===== src/hdl/bds_ram.sv =====
`default_nettype none
// ----------------------------------------------------------------------------
// bds_ram
// Simple dual-port RAM with one write port and one registered read port.
// ----------------------------------------------------------------------------
module bds_ram #(
  parameter int WIDTH = 8,
  parameter int DEPTH = 16
) (
  input  wire logic                     clk,
  input  wire logic                     we,
  input  wire logic [$clog2(DEPTH)-1:0] waddr,
  input  wire logic [WIDTH-1:0]         wdata,
  input  wire logic                     re,
  input  wire logic [$clog2(DEPTH)-1:0] raddr,
  output logic      [WIDTH-1:0]         rdata
);

  logic [WIDTH-1:0] mem [DEPTH];

  always_ff @(posedge clk) begin
    if (we) begin
      mem[waddr] <= wdata;
    end
    if (re) begin
      rdata <= mem[raddr];
    end
  end

endmodule
`default_nettype wire


===== config.mk =====
export PLATFORM = sky130hd
export DESIGN_NAME = bds_ram
export DESIGN_NICKNAME = d
export VERILOG_FILES = /design/src/hdl/bds_ram.sv
export SDC_FILE = /design/constraint.sdc
export NUM_CORES = 1
export LEC_CHECK = 0
export BUFFER_PORTS_ARGS = -buffer_cell sky130_fd_sc_hd__buf_4
export CORE_MARGIN = 2
export CORE_UTILIZATION = 43
export DETAILED_ROUTE_END_ITERATION = 10
export PLACE_DENSITY = 0.65
export SETUP_SLACK_MARGIN = 0.15
export SLEW_MARGIN = 20
export SYNTH_ARGS = -nofsm -noshare
export SYNTH_HDL_FRONTEND = slang
export SYNTH_SLANG_ARGS = --single-unit

===== constraint.sdc =====
create_clock -name clk -period 3 [get_ports clk]
set_input_delay 0.3 -clock clk [delete_from_list [all_inputs] [get_ports clk]]
set_output_delay 0.3 -clock clk [all_outputs]
set_load 0.005 [all_outputs]

Word level (Yosys, flattened, before mapping). Memories as Yosys holds them, arrays and structs flattened. A register that Yosys moved wholly into a read port is not among the register bits. Cells that the tools add are included.

Bits in registers: 0. Latch bits: 0. RAM bits: 128. Bits in read-only memories: 0. Bits of input ports: 19. Output and inout port bits: 8. Memories kept: 1.

$add $sub $neg: 0. $mul: 0. Div/mod/pow operators: 0. Order comparisons: 0. Eq/ne operators: 0. Shift-type cells: 0. Mux-type cells: 2. Bitwise logic cells: 0. Reductions and logical operators: 0.

Memories: mem (depth 16, width 8, rd ports 1, clocked after Yosys merged registers in 1, write ports 1, line 19) `logic [WIDTH-1:0] mem [DEPTH];`.

Operators with widths (count): $mux W1 (2).

Logic depth before layout (Yosys ltp).
Depth in word-level cells: 2. Mapped depth: 5.

Worst setup path before layout. Ideal clock, no wire load.

Path kind: input -> register. From: input port waddr[2]. To: memory mem[0][0], enable pin. Setup time: 0.383 ns. Arrival: 1.410 ns. Data required time: 2.617 ns. Setup slack: 1.207 ns. Cell stages on the path: 2. Buffers on the path: 0. Cell sequence: or3b_2 > nor3_1.

RTL lines: start, declared (line 12) `input wire logic [$clog2(DEPTH)-1:0] waddr,`; end, declared (line 19).

No word-level cell before the write port.

==> run metrics <==
sequential power share=48.2%; Die ar.=13100 sq um; worst hold slack=0.200 ns; CTS H-tree lvls=4; largest net degree at the start of global routing=33; Max Transition Viols Final=0; Setup WS pre-CTS=0.890 ns; Rel. slew slack=41.2%; Post-layout nets=290; Avg Inst Size Synth=22.8 sq um; area post-placement=5570 sq um; Gate Count Post-Synth=229; P_int=3.61 mW; GR Overflow Total=0; Final Cell Area=6180 sq um; Cell Rows=40; initial drt markers=139; Psw=855 uW; final hold viol count=0; clk buf depth=2; CP cell instances=buf_4 -> mux4_1 -> a22oi_1 -> nand2_1; Avg WL per Cell=22.2 um; VDD IR max=387 uV; chip height=114 um; drc violations=0; global-route wire length before repair=14700 um; post-synthesis sequential area ratio=78.1%; CTS tree=yes; GRT Util Overall=16.2%; hold path cells=1; Yosys cell types=18; root cell of the clock tree=clkbuf_16; Port Buffers=26; Clock transition at path regs=0.06 ns; Worst-Skew Late Latency=0.41 ns; Setup CP Type=primary input to flip-flop; Die Span X=114 um; setup violators final=0; clock network power share=47.4%; # clock sinks=136; I/O pin cnt=27; Post-Route WL=9560 um; Ant. Diodes=0; hold_buf cts=0; commonest cells after routing, fill and taps aside=edfxtp_1, buf_4, mux4_2, clkbuf_16, a22oi_1; final clock skew=0.00937 ns; Via density=5.53; CP Launch Type=primary input; family with the most delay on the worst path=multiplexers; Max Cap Viol=0; Initial Util=43.7%; post-route setup TNS=0 ns; status=completed; post-route minimum period=1.63 ns; Levels on crit path=4; Antenna Nets Post-Route=0; RePlAce Congestion=0.718; DP HPWL=5980 um; arrival time worst endpoint=1.79 ns; sw frac=19.2%; syn_nets=248; leak pwr=2.06 nW; Worst Path Required=3.16 ns; #FFs+latches synth=136; Gate power share=4.3%; power per standard cell area=722 nW/um^2; total number of vias=2376; initial antenna violation count=0; number of setup buffers added after CTS=0; CTS Buf Count=17; Buf/Inv on CP=1; Layout area overhead=18.3%; via count of the first global-routing pass=2548; CTS resizes=0; synth warn=0; Mapped Area=5230 sq um; leading cell type in the layout, fill and taps excluded=edfxtp_1; Tcrit/Tclk final=54.5%; worst hold path type=primary input to flip-flop; Fill cells=913; setup ws final=1.37 ns; slowest CP cell=mux4_1; R2R depth=3; Worst Tran Pin Value=0.879 ns; CP Max Fanout=32; core region area=12000 sq um; layout cells sized above 1=28.6%; Worst Setup End Kind=flip-flop; critical path's largest stage delay=0.62 ns; Max Fclk=612 MHz; unrepaired setup endpoints after global routing=false; Pre-antenna DRT Iters=4
cell usage after synthesis, drive strengths merged:
cell type	instances	area share [%]
edfxtp	136	78
mux4	32	15
a22oi	16	2.3
nor2	13	0.93
nand2	9	0.65
buf	7	1.1
nor3	4	0.38
clkdlybuf4s25	3	0.57
nand2b	2	0.24
nand3b	2	0.29
and2	1	0.12
and2b	1	0.14
nand3	1	0.096
nor2b	1	0.12
or3b	1	0.17
power groups by stage:
stage,logic (mW),clock network (mW),registers [mW]
2_1_floorplan,0.108,0,2.19
3_3_place_gp,0.192,0,2.19
3_5_place_dp,0.197,0,2.19
4_1_cts,0.197,2.15,2.15
5_1_grt,0.212,2.24,2.16
6_report,0.193,2.12,2.15
metrics by stage:
| stage | instances | utilization, % | power (mW) |
|---|---|---|---|
| after detailed placement | 399 | 46.6 | 2.39 |
| after global routing | 430 | 51.7 | 4.61 |
| after floorplan | 229 | - | 2.30 |
| after global placement | 399 | 46.6 | 2.38 |
| after CTS | 430 | 51.7 | 4.50 |
| final | 430 | 51.7 | 4.46 |
layout make-up:
cell class,instances,area [sq um],share of cell area [%]
tap,147,184,2.98
clock buffer,18,429,6.94
multi-input combinational,83,1060,17.1
timing repair buffer,33,248,4.01
clock inverter,13,180,2.91
sequential,136,4080,66.1
logic make-up (layout without fill, tap and decap cells):
logic type | count (synthesis) | in the layout | synth area share [%]
compound gates | 16 | 16 | 2.30
buf+inv | 10 | 64 | 1.65
flops | 136 | 136 | 78.1
mux | 32 | 32 | 14.8
simple gates | 35 | 35 | 3.14
flip-flops by register name (all words and copies together) (netlist names):
name / cells
mem: 128
rdata: 8
worst paths after layout:
kind	from	endpoint	slack, ns
setup / recovery	raddr[0]	rdata[5]	1.37
setup reg to reg	mem[11][7]	rdata[7]	1.54
hold / removal	re	rdata[5]	0.20
hold reg to reg	mem[8][5]	rdata[5]	0.75
routing by layer:
metal / share of wire [%] / vias to the layer above / track usage [%]
li1: - / 1066 / -
met1: 46 / 1230 / 21.7
met2: 49 / 74 / 24.9
met3: 4.9 / 6 / 6.35
met4: 0.68 / 0 / 4.63
met5: 0 / - / 0
worst reg2reg max path, delay by kind of cell, from the launching register on:
kind             cells  cell delay (ns)
multiplexers         1             0.47
flip-flops           1             0.36
AO/OA/AOI/OAI        1             0.29
AND/OR/NAND/NOR      1             0.08
No activity file was read; power rests on OpenSTA's default activity.
